===== src/hdl/bcdec_pkg.sv =====
// Shared types, codes and arithmetic helpers of the BC1/BC2/BC3 block decoder.
// No dependencies; every other file but bcdec_if imports this package.
`timescale 1ns / 1ps

package bcdec_pkg;

    localparam int MAX_IMAGE_SIDE = 16384;
    localparam int SIDE_W         = 15;
    localparam int QUEUE_DEPTH    = 2;
    localparam int TEXELS         = 16;

    typedef enum logic [1:0] {
        FMT_BC1 = 2'd0,
        FMT_BC2 = 2'd1,
        FMT_BC3 = 2'd2
    } t_fmt;

    typedef enum logic [1:0] {
        CFG_FORMAT = 2'd0,
        CFG_WIDTH  = 2'd1,
        CFG_HEIGHT = 2'd2
    } t_cfg_index;

    typedef struct packed {
        t_fmt              fmt;
        logic [SIDE_W-1:0] width;
        logic [SIDE_W-1:0] height;
    } t_cfg;

    typedef struct packed {
        logic [11:0]           bx;
        logic [11:0]           by;
        t_fmt                  fmt;
        logic                  three_mode;
        logic [3:0][2:0][7:0]  cpal;
        logic [7:0][7:0]       apal;
        logic [31:0]           cidx;
        logic [63:0]           ap;
    } t_entry;

    typedef logic [31:0][7:0] t_tab5;
    typedef logic [63:0][7:0] t_tab6;

    function automatic t_tab5 f_build_tab5();
        t_tab5 tab;
        for (int i = 0; i < 32; i++) begin
            tab[i] = 8'((i * 255) / 31);
        end
        return tab;
    endfunction

    function automatic t_tab6 f_build_tab6();
        t_tab6 tab;
        for (int i = 0; i < 64; i++) begin
            tab[i] = 8'((i * 255) / 63);
        end
        return tab;
    endfunction

    localparam t_tab5 EXPAND5 = f_build_tab5();
    localparam t_tab6 EXPAND6 = f_build_tab6();

    // exact for x <= 765
    function automatic logic [7:0] f_div3(input logic [9:0] x);
        logic [19:0] p;
        p = 20'(x) * 20'd683;
        return p[18:11];
    endfunction

    // exact for x <= 1785
    function automatic logic [7:0] f_div7(input logic [10:0] x);
        logic [22:0] p;
        p = 23'(x) * 23'd2341;
        return p[21:14];
    endfunction

    // exact for x <= 1275
    function automatic logic [7:0] f_div5(input logic [10:0] x);
        logic [22:0] p;
        p = 23'(x) * 23'd3277;
        return p[21:14];
    endfunction

endpackage


===== src/hdl/bcdec_if.sv =====
// Valid/ready channel interfaces: compressed block words in, texel words out.
// No dependencies.
`timescale 1ns / 1ps

interface bcdec_blk_if;
    logic        valid;
    logic        ready;
    logic [11:0] block_column;
    logic [11:0] block_row;
    logic [63:0] color_part;
    logic [63:0] alpha_part;

    modport source (output valid, block_column, block_row, color_part, alpha_part,
                    input ready);
    modport sink   (input valid, block_column, block_row, color_part, alpha_part,
                    output ready);
endinterface

interface bcdec_tex_if;
    logic        valid;
    logic        ready;
    logic [13:0] pixel_x;
    logic [13:0] pixel_y;
    logic [7:0]  red;
    logic [7:0]  green;
    logic [7:0]  blue;
    logic [7:0]  alpha_out;
    logic        inside_res;
    logic        last;

    modport source (output valid, pixel_x, pixel_y, red, green, blue, alpha_out,
                    inside_res, last, input ready);
    modport sink   (input valid, pixel_x, pixel_y, red, green, blue, alpha_out,
                    inside_res, last, output ready);
endinterface


===== src/hdl/bcdec_front.sv =====
// Front end: accepts block words, expands endpoints and builds both palettes.
// Two pipeline stages; pushes finished palettes into the queue. Uses bcdec_pkg.
`timescale 1ns / 1ps

module bcdec_front (
    input  logic              i_clk,
    input  logic              i_rst_n,
    input  bcdec_pkg::t_fmt   i_fmt,
    bcdec_blk_if.sink         i_blk,
    output logic              o_push,
    output bcdec_pkg::t_entry o_entry,
    input  logic              i_push_ready
);
    import bcdec_pkg::*;

    logic                 r_s1_valid;
    logic [11:0]          r_s1_bx, r_s1_by;
    logic [31:0]          r_s1_cidx;
    logic [63:0]          r_s1_ap;
    t_fmt                 r_s1_fmt;
    logic                 r_s1_four;
    logic [2:0][7:0]      r_s1_e0, r_s1_e1;

    logic                 r_s2_valid;
    logic [11:0]          r_s2_bx, r_s2_by;
    logic [31:0]          r_s2_cidx;
    logic [63:0]          r_s2_ap;
    t_fmt                 r_s2_fmt;
    logic                 r_s2_three;
    logic [2:0][7:0]      r_s2_e0, r_s2_e1;
    logic [2:0][9:0]      r_s2_s2, r_s2_s3, r_s2_sh;
    logic                 r_s2_agt;
    logic [5:0][10:0]     r_s2_as7;
    logic [3:0][10:0]     r_s2_as5;

    logic                 s1_ready, s2_ready;
    logic [15:0]          c0, c1;
    t_fmt                 fmt_n;
    logic [7:0]           a0, a1;

    assign s2_ready    = !r_s2_valid || i_push_ready;
    assign s1_ready    = !r_s1_valid || s2_ready;
    assign i_blk.ready = s1_ready;
    assign o_push      = r_s2_valid;

    assign c0 = i_blk.color_part[15:0];
    assign c1 = i_blk.color_part[31:16];
    assign a0 = r_s1_ap[7:0];
    assign a1 = r_s1_ap[15:8];

    always_comb begin
        case (i_fmt)
            FMT_BC2: fmt_n = FMT_BC2;
            FMT_BC3: fmt_n = FMT_BC3;
            default: fmt_n = FMT_BC1;
        endcase
    end

    always_ff @(posedge i_clk) begin
        if (!i_rst_n) begin
            r_s1_valid <= 1'b0;
        end else if (s1_ready) begin
            r_s1_valid <= i_blk.valid;
        end
        if (s1_ready && i_blk.valid) begin
            r_s1_bx    <= i_blk.block_column;
            r_s1_by    <= i_blk.block_row;
            r_s1_cidx  <= i_blk.color_part[63:32];
            r_s1_ap    <= i_blk.alpha_part;
            r_s1_fmt   <= fmt_n;
            r_s1_four  <= (c0 > c1) || (fmt_n != FMT_BC1);
            r_s1_e0[0] <= EXPAND5[c0[15:11]];
            r_s1_e0[1] <= EXPAND6[c0[10:5]];
            r_s1_e0[2] <= EXPAND5[c0[4:0]];
            r_s1_e1[0] <= EXPAND5[c1[15:11]];
            r_s1_e1[1] <= EXPAND6[c1[10:5]];
            r_s1_e1[2] <= EXPAND5[c1[4:0]];
        end
    end

    always_ff @(posedge i_clk) begin
        if (!i_rst_n) begin
            r_s2_valid <= 1'b0;
        end else if (s2_ready) begin
            r_s2_valid <= r_s1_valid;
        end
        if (s2_ready && r_s1_valid) begin
            r_s2_bx    <= r_s1_bx;
            r_s2_by    <= r_s1_by;
            r_s2_cidx  <= r_s1_cidx;
            r_s2_ap    <= r_s1_ap;
            r_s2_fmt   <= r_s1_fmt;
            r_s2_three <= !r_s1_four;
            r_s2_e0    <= r_s1_e0;
            r_s2_e1    <= r_s1_e1;
            r_s2_agt   <= a0 > a1;
            for (int k = 0; k < 3; k++) begin
                r_s2_s2[k] <= {1'b0, r_s1_e0[k], 1'b0} + {2'b0, r_s1_e1[k]};
                r_s2_s3[k] <= {2'b0, r_s1_e0[k]} + {1'b0, r_s1_e1[k], 1'b0};
                r_s2_sh[k] <= {2'b0, r_s1_e0[k]} + {2'b0, r_s1_e1[k]};
            end
            for (int k = 0; k < 6; k++) begin
                r_s2_as7[k] <= 11'(6 - k) * {3'b0, a0} + 11'(k + 1) * {3'b0, a1};
            end
            for (int k = 0; k < 4; k++) begin
                r_s2_as5[k] <= 11'(4 - k) * {3'b0, a0} + 11'(k + 1) * {3'b0, a1};
            end
        end
    end

    always_comb begin
        o_entry.bx         = r_s2_bx;
        o_entry.by         = r_s2_by;
        o_entry.fmt        = r_s2_fmt;
        o_entry.three_mode = r_s2_three;
        o_entry.cidx       = r_s2_cidx;
        o_entry.ap         = r_s2_ap;
        o_entry.cpal[0]    = r_s2_e0;
        o_entry.cpal[1]    = r_s2_e1;
        for (int k = 0; k < 3; k++) begin
            if (r_s2_three) begin
                o_entry.cpal[2][k] = r_s2_sh[k][8:1];
                o_entry.cpal[3][k] = 8'd0;
            end else begin
                o_entry.cpal[2][k] = f_div3(r_s2_s2[k]);
                o_entry.cpal[3][k] = f_div3(r_s2_s3[k]);
            end
        end
        o_entry.apal[0] = r_s2_ap[7:0];
        o_entry.apal[1] = r_s2_ap[15:8];
        if (r_s2_agt) begin
            for (int k = 0; k < 6; k++) begin
                o_entry.apal[k + 2] = f_div7(r_s2_as7[k]);
            end
        end else begin
            for (int k = 0; k < 4; k++) begin
                o_entry.apal[k + 2] = f_div5(r_s2_as5[k]);
            end
            o_entry.apal[6] = 8'd0;
            o_entry.apal[7] = 8'd255;
        end
    end

endmodule


===== src/hdl/bcdec_queue.sv =====
// Short queue of decoded palettes between the front and back ends.
// Depth from QUEUE_DEPTH in bcdec_pkg.
`timescale 1ns / 1ps

module bcdec_queue (
    input  logic              i_clk,
    input  logic              i_rst_n,
    input  logic              i_push,
    input  bcdec_pkg::t_entry i_entry,
    output logic              o_push_ready,
    input  logic              i_pop,
    output logic              o_valid,
    output bcdec_pkg::t_entry o_entry
);
    import bcdec_pkg::*;

    localparam int PTR_W = (QUEUE_DEPTH > 1) ? $clog2(QUEUE_DEPTH) : 1;
    localparam int CNT_W = $clog2(QUEUE_DEPTH + 1);

    t_entry             r_mem [QUEUE_DEPTH];
    logic [PTR_W-1:0]   r_wr, r_rd;
    logic [CNT_W-1:0]   r_count;
    logic               do_push, do_pop;

    assign o_push_ready = r_count < CNT_W'(QUEUE_DEPTH);
    assign o_valid      = r_count != '0;
    assign o_entry      = r_mem[r_rd];
    assign do_push      = i_push && o_push_ready;
    assign do_pop       = i_pop && o_valid;

    function automatic logic [PTR_W-1:0] f_next(input logic [PTR_W-1:0] p);
        return (p == PTR_W'(QUEUE_DEPTH - 1)) ? '0 : p + 1'b1;
    endfunction

    always_ff @(posedge i_clk) begin
        if (!i_rst_n) begin
            r_wr    <= '0;
            r_rd    <= '0;
            r_count <= '0;
        end else begin
            if (do_push) begin
                r_wr <= f_next(r_wr);
            end
            if (do_pop) begin
                r_rd <= f_next(r_rd);
            end
            case ({do_push, do_pop})
                2'b10:   r_count <= r_count + 1'b1;
                2'b01:   r_count <= r_count - 1'b1;
                default: r_count <= r_count;
            endcase
        end
        if (do_push) begin
            r_mem[r_wr] <= i_entry;
        end
    end

    a_no_overfill: assert property (@(posedge i_clk) disable iff (!i_rst_n)
        r_count <= CNT_W'(QUEUE_DEPTH))
        else $error("queue count beyond depth");

    a_pop_nonempty: assert property (@(posedge i_clk) disable iff (!i_rst_n)
        i_pop |-> o_valid)
        else $error("pop from empty queue");

    a_full_blocks: assert property (@(posedge i_clk) disable iff (!i_rst_n)
        (r_count == CNT_W'(QUEUE_DEPTH)) && !do_pop |=> r_count == CNT_W'(QUEUE_DEPTH))
        else $error("full queue changed without a pop");

endmodule


===== src/hdl/bcdec_back.sv =====
// Back end: walks each queued block's sixteen texels, one a cycle unless
// stalled, into a registered output word. Uses bcdec_pkg, bcdec_tex_if.
`timescale 1ns / 1ps

module bcdec_back (
    input  logic              i_clk,
    input  logic              i_rst_n,
    input  bcdec_pkg::t_cfg   i_cfg,
    input  logic              i_q_valid,
    input  bcdec_pkg::t_entry i_q_entry,
    output logic              o_pop,
    bcdec_tex_if.source       o_tex
);
    import bcdec_pkg::*;

    t_entry              r_cur;
    logic                r_busy;
    logic [3:0]          r_t;
    logic                r_o_valid;
    logic [13:0]         r_x, r_y;
    logic [7:0]          r_red, r_green, r_blue, r_alpha;
    logic                r_inside, r_last;

    logic                adv, final_texel;
    logic [1:0]          ci;
    logic [3:0]          nib;
    logic [5:0]          aix_pos;
    logic [2:0]          aix;
    logic [7:0]          alpha;
    logic [13:0]         x, y;
    logic [SIDE_W-1:0]   w_eff, h_eff;

    assign adv         = r_busy && (!r_o_valid || o_tex.ready);
    assign final_texel = r_t == 4'(TEXELS - 1);
    assign o_pop       = i_q_valid && (!r_busy || (adv && final_texel));

    assign ci      = r_cur.cidx[{r_t, 1'b0} +: 2];
    assign nib     = r_cur.ap[{r_t, 2'b00} +: 4];
    assign aix_pos = 6'd16 + 6'(r_t) * 6'd3;
    assign aix     = r_cur.ap[aix_pos +: 3];
    assign x       = {r_cur.bx, r_t[1:0]};
    assign y       = {r_cur.by, r_t[3:2]};
    assign w_eff   = (i_cfg.width > SIDE_W'(MAX_IMAGE_SIDE)) ? SIDE_W'(MAX_IMAGE_SIDE)
                                                           : i_cfg.width;
    assign h_eff   = (i_cfg.height > SIDE_W'(MAX_IMAGE_SIDE)) ? SIDE_W'(MAX_IMAGE_SIDE)
                                                            : i_cfg.height;

    always_comb begin
        case (r_cur.fmt)
            FMT_BC2: alpha = {nib, nib};
            FMT_BC3: alpha = r_cur.apal[aix];
            default: alpha = (r_cur.three_mode && ci == 2'd3) ? 8'd0 : 8'd255;
        endcase
    end

    always_ff @(posedge i_clk) begin
        if (!i_rst_n) begin
            r_busy    <= 1'b0;
            r_t       <= '0;
            r_o_valid <= 1'b0;
        end else begin
            if (o_pop) begin
                r_busy <= 1'b1;
            end else if (adv && final_texel) begin
                r_busy <= 1'b0;
            end
            if (adv) begin
                r_t <= r_t + 1'b1;
            end
            if (adv) begin
                r_o_valid <= 1'b1;
            end else if (o_tex.ready) begin
                r_o_valid <= 1'b0;
            end
        end
        if (o_pop) begin
            r_cur <= i_q_entry;
        end
        if (adv) begin
            r_x      <= x;
            r_y      <= y;
            r_red    <= r_cur.cpal[ci][0];
            r_green  <= r_cur.cpal[ci][1];
            r_blue   <= r_cur.cpal[ci][2];
            r_alpha  <= alpha;
            r_inside <= (SIDE_W'(x) < w_eff) && (SIDE_W'(y) < h_eff);
            r_last   <= final_texel;
        end
    end

    assign o_tex.valid      = r_o_valid;
    assign o_tex.pixel_x    = r_x;
    assign o_tex.pixel_y    = r_y;
    assign o_tex.red        = r_red;
    assign o_tex.green      = r_green;
    assign o_tex.blue       = r_blue;
    assign o_tex.alpha_out  = r_alpha;
    assign o_tex.inside_res = r_inside;
    assign o_tex.last       = r_last;

    a_idle_at_start: assert property (@(posedge i_clk) disable iff (!i_rst_n)
        !r_busy |-> r_t == '0)
        else $error("texel counter advanced while idle");

    a_wrap_on_last: assert property (@(posedge i_clk) disable iff (!i_rst_n)
        adv && final_texel |=> r_t == '0 && r_o_valid && r_last)
        else $error("block end not marked");

    a_pop_when_free: assert property (@(posedge i_clk) disable iff (!i_rst_n)
        o_pop && r_busy |-> adv && final_texel)
        else $error("entry replaced mid block");

endmodule


===== src/hdl/bc1_bc2_bc3_block_decoder_top.sv =====
// Top level of the BC1/BC2/BC3 block decoder: configuration registers,
// front end, palette queue and texel back end. Uses bcdec_pkg and bcdec_if.
//
//  channel  dir  word                                   accepted when
//  i_blk    in   block column/row, colour and alpha     valid && ready
//  o_tex    out  one texel with coordinates and flags   valid && ready
//  i_cfg_*  in   register index and data                i_cfg_we high
//
// The back end emits one texel a cycle while the texel channel is not stalled.
// A block passes both front stages, the queue and r_cur before its first texel word.
// Blocks are taken every cycle while the two-entry queue and the front stages have room.
// Synchronous active-low reset clears control state and the registers to
// BC1, width 16384, height 16384.
`timescale 1ns / 1ps

module bc1_bc2_bc3_block_decoder_top (
    input  logic                      i_clk,
    input  logic                      i_rst_n,
    bcdec_blk_if.sink                 i_blk,
    bcdec_tex_if.source               o_tex,
    input  logic                      i_cfg_we,
    input  logic [1:0]                i_cfg_index,
    input  logic [bcdec_pkg::SIDE_W-1:0] i_cfg_data
);
    import bcdec_pkg::*;

    t_cfg   r_cfg;
    logic   push, push_ready, q_valid, pop;
    t_entry push_entry, q_entry;

    always_ff @(posedge i_clk) begin
        if (!i_rst_n) begin
            r_cfg.fmt    <= FMT_BC1;
            r_cfg.width  <= SIDE_W'(MAX_IMAGE_SIDE);
            r_cfg.height <= SIDE_W'(MAX_IMAGE_SIDE);
        end else if (i_cfg_we) begin
            case (i_cfg_index)
                CFG_FORMAT: begin
                    case (i_cfg_data[1:0])
                        FMT_BC2: r_cfg.fmt <= FMT_BC2;
                        FMT_BC3: r_cfg.fmt <= FMT_BC3;
                        default: r_cfg.fmt <= FMT_BC1;
                    endcase
                end
                CFG_WIDTH:  r_cfg.width  <= i_cfg_data;
                CFG_HEIGHT: r_cfg.height <= i_cfg_data;
                default:    r_cfg <= r_cfg;
            endcase
        end
    end

    bcdec_front u_front (
        .i_clk        (i_clk),
        .i_rst_n      (i_rst_n),
        .i_fmt        (r_cfg.fmt),
        .i_blk        (i_blk),
        .o_push       (push),
        .o_entry      (push_entry),
        .i_push_ready (push_ready)
    );

    bcdec_queue u_queue (
        .i_clk        (i_clk),
        .i_rst_n      (i_rst_n),
        .i_push       (push),
        .i_entry      (push_entry),
        .o_push_ready (push_ready),
        .i_pop        (pop),
        .o_valid      (q_valid),
        .o_entry      (q_entry)
    );

    bcdec_back u_back (
        .i_clk     (i_clk),
        .i_rst_n   (i_rst_n),
        .i_cfg     (r_cfg),
        .i_q_valid (q_valid),
        .i_q_entry (q_entry),
        .o_pop     (pop),
        .o_tex     (o_tex)
    );

endmodule


===== src/flat_wrapper.sv =====
// flat-port wrapper written by rule: the top's interface ports become plain ports
module bc1_bc2_bc3_block_decoder_top_flat import bcdec_pkg::*;
  (i_clk, i_rst_n, i_cfg_we, i_cfg_index, i_cfg_data, i_blk_valid, i_blk_block_column, i_blk_block_row, i_blk_color_part, i_blk_alpha_part, i_blk_ready, o_tex_valid, o_tex_pixel_x, o_tex_pixel_y, o_tex_red, o_tex_green, o_tex_blue, o_tex_alpha_out, o_tex_inside_res, o_tex_last, o_tex_ready);
  bcdec_blk_if i_blk_i ();
  bcdec_tex_if o_tex_i ();
  input  logic i_clk;
  input  logic i_rst_n;
  input  logic i_cfg_we;
  input  logic [1:0] i_cfg_index;
  input  logic [bcdec_pkg::SIDE_W-1:0] i_cfg_data;
  input wire logic [$bits(i_blk_i.valid)-1:0] i_blk_valid;
  input wire logic [$bits(i_blk_i.block_column)-1:0] i_blk_block_column;
  input wire logic [$bits(i_blk_i.block_row)-1:0] i_blk_block_row;
  input wire logic [$bits(i_blk_i.color_part)-1:0] i_blk_color_part;
  input wire logic [$bits(i_blk_i.alpha_part)-1:0] i_blk_alpha_part;
  output wire logic [$bits(i_blk_i.ready)-1:0] i_blk_ready;
  output wire logic [$bits(o_tex_i.valid)-1:0] o_tex_valid;
  output wire logic [$bits(o_tex_i.pixel_x)-1:0] o_tex_pixel_x;
  output wire logic [$bits(o_tex_i.pixel_y)-1:0] o_tex_pixel_y;
  output wire logic [$bits(o_tex_i.red)-1:0] o_tex_red;
  output wire logic [$bits(o_tex_i.green)-1:0] o_tex_green;
  output wire logic [$bits(o_tex_i.blue)-1:0] o_tex_blue;
  output wire logic [$bits(o_tex_i.alpha_out)-1:0] o_tex_alpha_out;
  output wire logic [$bits(o_tex_i.inside_res)-1:0] o_tex_inside_res;
  output wire logic [$bits(o_tex_i.last)-1:0] o_tex_last;
  input wire logic [$bits(o_tex_i.ready)-1:0] o_tex_ready;
  assign i_blk_i.valid = i_blk_valid;
  assign i_blk_i.block_column = i_blk_block_column;
  assign i_blk_i.block_row = i_blk_block_row;
  assign i_blk_i.color_part = i_blk_color_part;
  assign i_blk_i.alpha_part = i_blk_alpha_part;
  assign i_blk_ready = i_blk_i.ready;
  assign o_tex_valid = o_tex_i.valid;
  assign o_tex_pixel_x = o_tex_i.pixel_x;
  assign o_tex_pixel_y = o_tex_i.pixel_y;
  assign o_tex_red = o_tex_i.red;
  assign o_tex_green = o_tex_i.green;
  assign o_tex_blue = o_tex_i.blue;
  assign o_tex_alpha_out = o_tex_i.alpha_out;
  assign o_tex_inside_res = o_tex_i.inside_res;
  assign o_tex_last = o_tex_i.last;
  assign o_tex_i.ready = o_tex_ready;
  bc1_bc2_bc3_block_decoder_top u_core (.i_clk(i_clk), .i_rst_n(i_rst_n), .i_blk(i_blk_i), .o_tex(o_tex_i), .i_cfg_we(i_cfg_we), .i_cfg_index(i_cfg_index), .i_cfg_data(i_cfg_data));
endmodule

===== config.mk =====
export PLATFORM = sky130hd
export DESIGN_NAME = bc1_bc2_bc3_block_decoder_top_flat
export DESIGN_NICKNAME = d
export VERILOG_FILES = /design/src/hdl/bcdec_pkg.sv /design/src/hdl/bcdec_if.sv /design/src/hdl/bcdec_front.sv /design/src/hdl/bcdec_queue.sv /design/src/hdl/bcdec_back.sv /design/src/hdl/bc1_bc2_bc3_block_decoder_top.sv /design/src/flat_wrapper.sv
export SDC_FILE = /design/constraint.sdc
export NUM_CORES = 2
export LEC_CHECK = 0
export BUFFER_PORTS_ARGS = -buffer_cell sky130_fd_sc_hd__buf_2
export CAP_MARGIN = 20
export CELL_PAD_IN_SITES_DETAIL_PLACEMENT = 1
export CELL_PAD_IN_SITES_GLOBAL_PLACEMENT = 1
export CORE_MARGIN = 2
export CORE_UTILIZATION = 58
export DETAILED_ROUTE_END_ITERATION = 8
export HOLD_SLACK_MARGIN = 0.08
export PLACE_DENSITY = 0.84
export REMOVE_ABC_BUFFERS = 1
export SYNTH_ARGS = -nofsm -noshare
export SYNTH_HDL_FRONTEND = slang
export SYNTH_HIERARCHICAL = 1
export SYNTH_SLANG_ARGS = --single-unit

===== constraint.sdc =====
create_clock -name i_clk -period 46.6 [get_ports i_clk]
set_input_delay 2.33 -clock i_clk [delete_from_list [all_inputs] [get_ports i_clk]]
set_output_delay 2.33 -clock i_clk [all_outputs]
set_load 0.03 [all_outputs]

# Word-level counts from Yosys, hierarchy flattened
# Memory sizes are Yosys's and may differ from the RTL's. A register that Yosys moved wholly into a read port is not among the register bits.
# Index checks and enable logic that the tools add are counted.
[classes] n_addsub=25 multipliers=23 n_lt_le_gt_ge=9 eq_ne=12 n_shift=3 n_mux=26 n_reduce_logical=28
[op_table] op="multiplier 11 x 12 -> 22 bit (second input constant)" n=10
[op_table] op="multiplier 10 x 10 -> 19 bit (second input constant)" n=6
[op_table] op="two-way mux 8 bit" n=8
[op_table] op="variable part select 64 x 7 -> 3 bit" n=1
[op_table] op="variable part select 64 x 7 -> 4 bit" n=1
[op_table] op="binary-select mux 24 bit (select 2 bit)" n=1
[op_table] op="two-way mux 48 bit" n=1
[op_table] op="multiplier 2 x 8 -> 10 bit (first input constant)" n=4
[op_table] op="variable part select 32 x 6 -> 2 bit" n=1
[op_table] op="adder 8 x 9 -> 10 bit" n=3
[op_table] op="adder 9 x 8 -> 10 bit" n=3
[op_table] op="greater-than comparator 15 bit (second input constant)" n=2
[op_table] op="less-than comparator 14 x 15 -> 1 bit" n=2
[op_table] op="two-way mux 15 bit" n=2
[op_table] op="adder 8 x 8 -> 9 bit" n=3
[op_table] op="binary-select mux 8 bit (select 3 bit)" n=1
[op_table] op="two-way mux 24 bit" n=1
[op_table] op="adder 10 x 10 -> 11 bit" n=2
[op_table] op="multiplier 3 x 8 -> 11 bit (first input constant)" n=2
[op_table] op="greater-than comparator 16 bit" n=1
[op_table] op="one-hot mux 8 bit (2 select lines)" n=1
[op_table] op="equality test 2 bit (second input constant)" n=6
[op_table] op="one-hot mux 2 bit (2 select lines)" n=3
[op_table] op="adder 10 x 8 -> 11 bit" n=1
[op_table] op="other kinds (26)" n=60
[totals] regBits=598 ram_bits=566 romBits=2048 inputBits=174 output_inout_bits=64 elab_cells=190 mem_count=7
[mem_list] memory="u_core.u_queue.r_mem" depth=2 word_bits=283 read_ports=1 rd_clocked_by_memory_dff=1 write_ports=1 line_no="bcdec_queue.sv:20" text="t_entry r_mem [QUEUE_DEPTH];"
[mem_list] memory="(no name shown)" depth=64 word_bits=8 read_ports=1 rd_clocked_by_memory_dff=1 write_ports=0 line_no="bcdec_front.sv:76" text="r_s1_e1[1] <= EXPAND6[c1[10:5]];"
[mem_list] memory="(no name shown)" depth=64 word_bits=8 read_ports=1 rd_clocked_by_memory_dff=1 write_ports=0 line_no="bcdec_front.sv:73" text="r_s1_e0[1] <= EXPAND6[c0[10:5]];"
[mem_list] memory="(no name shown)" depth=32 word_bits=8 read_ports=1 rd_clocked_by_memory_dff=1 write_ports=0 line_no="bcdec_front.sv:77" text="r_s1_e1[2] <= EXPAND5[c1[4:0]];"
[mem_list] memory="(no name shown)" depth=32 word_bits=8 read_ports=1 rd_clocked_by_memory_dff=1 write_ports=0 line_no="bcdec_front.sv:75" text="r_s1_e1[0] <= EXPAND5[c1[15:11]];"
[mem_list] memory="(no name shown)" depth=32 word_bits=8 read_ports=1 rd_clocked_by_memory_dff=1 write_ports=0 line_no="bcdec_front.sv:74" text="r_s1_e0[2] <= EXPAND5[c0[4:0]];"
[mem_list] memory="+1 memories"

# Depth between registers and ports, before layout
[depth] ltp_word=9 ltp_mapped=20 depth_no_buf=20

# Cells and area by module
# Netlist, hierarchy kept.
[modules_own_cells] module="bcdec_front" instances=1 cells_per_inst=4448 area_per_inst_um2=50408.3 seq_area_each_um2=15564.9
[modules_own_cells] module="bcdec_queue" instances=1 cells_per_inst=903 area_per_inst_um2=20712.4 seq_area_each_um2=17096.4
[modules_own_cells] module="bcdec_back" instances=1 cells_per_inst=762 area_per_inst_um2=15055.7 seq_area_each_um2=10480.1
[modules_own_cells] module="bc1_bc2_bc3_block_decoder_top" instances=1 cells_per_inst=125 area_per_inst_um2=1268.7 seq_area_each_um2=640.6

# Least setup slack after synthesis
# Ideal clock, no wire load.
[synth_timing] kind="register -> register" startpoint="register u_core.u_front.r_s2_valid (netlist: u_core/u_front/o_push)" endpoint="register u_core.u_front.r_s2_e0 (netlist bit u_core/u_front/o_entry[160]), enable pin" setup_time_ns=1.103 t_arrival_ns=15.714 required_ns=45.497 slack_ns=29.783 stages_incl_launch_ff=3 path_buffers=0 synth_period_minus_slack_ns=16.817 cell_sequence="dfxtp_1 nor2b_1 nor2b_1"
[synth_between] elab_chain_len=3
[synth_lines] element="start, declared" line_no="bcdec_front.sv:24" text="logic r_s2_valid;"
[synth_lines] element="start signal, assigned" line_no="bcdec_front.sv:85" text="r_s2_valid <= r_s1_valid;"
[synth_lines] element="logical NOT 1 bit" line_no="bcdec_front.sv:41" text="assign s2_ready = !r_s2_valid || i_push_ready;"
[synth_lines] element="logical OR 1 bit" line_no="bcdec_front.sv:41"
[synth_lines] element="logical AND 1 bit" line_no="bcdec_front.sv:87" text="if (s2_ready && r_s1_valid) begin"
[synth_lines] element="end signal, assigned" line_no="bcdec_front.sv:94" text="r_s2_e0 <= r_s1_e0;"
[synth_lines] element="end, declared" line_no="bcdec_front.sv:30" text="logic [2:0][7:0] r_s2_e0, r_s2_e1;"
# Every way passes these cells.
# A chain may end at the register's enable or synchronous reset.

==> run_results.csv <==
group,metric,value,unit
final_layout,layout-drive-gt1-share,14.2,%
route,drt-initial-drc-count,3584,
timing,setup_viol,0,
route,drtAntennaViolNets,0,
clock_network,numCtsBuffers,157,
final_layout,fin_area,0.0960,mm²
clock_network,post_cts.repair.setup_buffers,0,
floorplanning,die_x,392,µm
worst_setup_path,startpoint_type,"flop",
global_route,antenna_found_initial,14,
placement,globalplace.congestion,0.883,
timing,max_freq,0.174,GHz
floorplanning,dieArea,0.154,mm²
clock_network,clock-root-buffer,"clkbuf_16",
hold_path,hp-start,"u_core/u_front/r_s1_ap[60]",
worst_setup_path,r2r_slack,40870,ps
yosys,synth_enable_flop_cells,1428,
worst_setup_path,path_cells,"inv_1 > ha_1 > fa_1 > inv_1 > fa_1 > inv_1 > fa_1 > inv_1 > fa_1 > ha_1 > a21oi_1 > nand2_1 > o311ai_0 > a21oi_1 > o21a_1 > nor2_1 > xor2_1 > o22ai_1",
worst_setup_path,crit_start,"u_core/u_front/r_s2_as5[36]",
placement,place_area,0.0907,mm²
route,dr.pass1.iters,5,
worst_setup_path,worstPathArrival,6190,ps
global_route,track_usage,29.3,%
worst_setup_path,crit_required,47060,ps
floorplanning,std_cell_rows,142,
yosys,synth_top_cells_by_area,"edfxtp_1 (49%), ha_1 (17%), fa_1 (8.6%)",
yosys,yosysTopAreaCell,"edfxtp_1",
global_route,grt_first_pass_wirelength,341000,µm
final_layout,postLayoutCoreUtil,64.1,%
yosys,netlist_instances,6238,
clock_network,cts_hold_buf,0,
global_route,grt_pass1_vias,58100,
timing,relSlewSlack,21.4,%
global_route,grt_use_met2,52.4,%
route,drc,0,
pwr,ir_drop,0.0000438,V
floorplanning,boundaryPins,238,
worst_setup_path,slowest_delay,680,ps
clock_network,clkLatencyLatePin,820,ps
worst_setup_path,path_class,"reg2reg",
job,cap_viol_max_count,0,
timing,grt_setup_unrepaired,"no",
pwr,power.total,5.17,mW
worst_setup_path,end_kind,"flop",
yosys,synth.most_common_cell,"edfxtp_1",
yosys,synth_top_area_share,49.0,%
timing,worstMarginPinSlew,1180,ps
final_layout,fin_cells,8719,
worst_setup_path,r2r_end,"u_core/u_queue/r_mem[1][142]",
hold_path,hold_path_class,"reg2reg",
final_layout,multi_input_area,0.0390,mm²
final_layout,nNetsFinal,8310,
status,outcome,"finished, final reports clean",
floorplanning,core_area,0.150,mm²
global_route,use_met1,36.2,%
yosys,ys_seq_area_share,50.1,%
yosys,ys_ff_latch,1473,
floorplanning,start_util,58.4,%
global_route,busiest_layer,"met2",
worst_setup_path,crit_end,"u_core/u_queue/r_mem[1][142]",
placement,detailed_place_hpwl,155000,µm
yosys,synthesis.area,0.0874,mm²
timing,fin_crit,5730,ps
clock_network,cts_buffer_depth,3,
global_route,grt_use_met3,4.26,%
yosys,yosys.cell_types.count,89,
pwr,p_per_area,53.8,mW/mm²
final_layout,fillers,14000,
route,vias_per_cell,5.92,
global_route,grt_max_degree,141,
route,wire_per_inst,25.6,µm
timing,fin_setup_tns,0,ps
final_layout,syn_to_final_growth,9.84,%
route,dr_total_vias,51600,
clock_network,cts_resized,0,
worst_setup_path,cp_max_fo,4,
clock_network,ctsHtreeMaxLevel,4,
final_layout,seq_area,0.0438,mm²
worst_setup_path,critPathTopFamily,"adder cells",
clock_network,cts_tree,"yes",
worst_setup_path,slowest_stage,"o311ai_0",
timing,post-route-period-util,12.3,%
timing,finClkSkew,69.0,ps
placement,io_buffers,237,
yosys,ys_warn_count,6,
clock_network,cts_sinks,1473,
timing,hold_viol,0,
yosys,synthFlopType,"edfxtp_1",
worst_setup_path,crit_buf_inv,4,
clock_network,clk_pin_slew_worst_paths,60,ps
timing,finalMaxSlewViolations,0,
route,wl,223000,µm
global_route,grt_overflow,0,
worst_setup_path,rr_startpoint,"u_core/u_front/r_s2_as5[36]",
floorplanning,dieHeight,392,µm
yosys,async_flop_share,0,%
worst_setup_path,cp.depth,18,
yosys,synth_commonest_cells,"edfxtp_1 (1428), ha_1 (1200), inv_1 (998)",
pwr,power.leakage,40.7,nW
placement,placedCellCount,8417,
yosys,syn_avg_cell_area,14.0,µm²
worst_setup_path,worstRegToRegCells,18,
## report_power, final
group	leakage, nW	switching [mW]	total, mW	internal [mW]
Sequential	13.6	0.0618	1.68	1.62
Combinational	24.6	1.28	2.20	0.925
Clock	2.54	0.561	1.28	0.720
Total	40.7	1.90	5.17	3.27
## layout by cell type (no fill, tap or decap), types with 120 or more instances in the layout
cell type	netlist	layout
buf_2	12	237
mux2_2	287	287
clkbuf_16	0	157
o21ai_0	128	128
fa_1	374	374
nor2_1	121	120
xnor2_1	200	200
a21oi_1	211	211
edfxtp_1	1428	1428
ha_1	1200	1199
inv_1	998	997
nand2_1	178	178
## sequential cells by signal (all words and copies together) (netlist names), 12 cells and up, named ones only
signal                       count
u_core/u_front/o_entry          48
u_core/u_front/r_s1_bx          12
u_core/u_back/o_tex.pixel_y     14
u_core/u_front/r_s1_ap          64
u_core/u_front/r_s2_as7         58
u_core/u_front/r_s2_bx          12
u_core/u_front/r_s2_cidx        32
u_core/u_front/r_s2_by          12
u_core/u_front/r_s1_cidx        32
u_core/u_queue/r_mem           566
u_core/u_front/r_s2_sh          24
u_core/u_front/r_s2_s3          27
u_core/u_front/r_s1_e0          24
u_core/u_front/r_s2_s2          27
u_core/u_front/r_s1_by          12
u_core/u_front/r_s2_ap          64
u_core/r_cfg                    32
u_core/u_back/r_cur            283
u_core/u_front/r_s1_e1          24
u_core/u_back/o_tex.pixel_x     14
u_core/u_front/r_s2_as5         38
## metal layers
| layer | wire, µm | vias up |
|---|---|---|
| met5 | 44 | - |
| li1 | - | 23000 |
| met3 | 12400 | 509 |
| met1 | 87600 | 26400 |
| met2 | 115000 | 1728 |
| met4 | 7630 | 6 |
## worst reg2reg max path, cell delays in order, from the launching register on
cell,delay [ps]
edfxtp_1,420
inv_1,70
ha_1,330
fa_1,640
inv_1,90
fa_1,540
inv_1,60
fa_1,410
inv_1,90
fa_1,430
ha_1,350
a21oi_1,210
nand2_1,100
o311ai_0,680
a21oi_1,280
o21a_1,260
nor2_1,120
xor2_1,180
o22ai_1,140
## worst min-delay path by stage
| stage | depth (start not counted) | to |
|---|---|---|
| floorplan | 0 | u_core/u_front/r_s2_ap[16] |
| global placement | 0 | u_core/u_front/r_s2_ap[39] |
| detailed placement | 0 | u_core/u_front/r_s2_by[6] |
| CTS | 0 | u_core/u_front/r_s2_ap[60] |
| global route | 0 | u_core/u_front/r_s2_ap[47] |
| finish | 0 | u_core/u_front/r_s2_ap[60] |
## cell families (layout without fill, tap and decap cells)
group | count (synthesis) | after routing | share of synthesized area [%]
simple gates | 589 | 589 | 3.32
other cells | 0 | 8 | 0
fa+ha+maj | 1574 | 1574 | 25.7
mux | 460 | 460 | 7.11
buf+inv | 1118 | 1575 | 5.32
compound gates | 755 | 755 | 5.75
xor+xnor | 269 | 269 | 2.70
flops | 1473 | 1473 | 50.1
## cell type report
cell class / count / share of cell area, %
Sequential cell: 1473 / 45.6
Multi-Input combinational cell: 3647 / 40.7
Tap cell: 2016 / 2.63
Clock buffer: 191 / 4.25
Clock inverter: 101 / 1.27
Timing Repair Buffer: 284 / 1.68
Inverter: 999 / 3.90
Antenna cell: 8 / 0.0208
## stage by stage
step | hold WS, ps | worst slack, ps
3_3_place_gp | 405 | 40700
6_report | 407 | 40870
2_1_floorplan | 400 | 29780
3_5_place_dp | 406 | 40470
5_1_grt | 427 | 40470
4_1_cts | 412 | 40830
No activity file was read; power rests on OpenSTA's default activity.
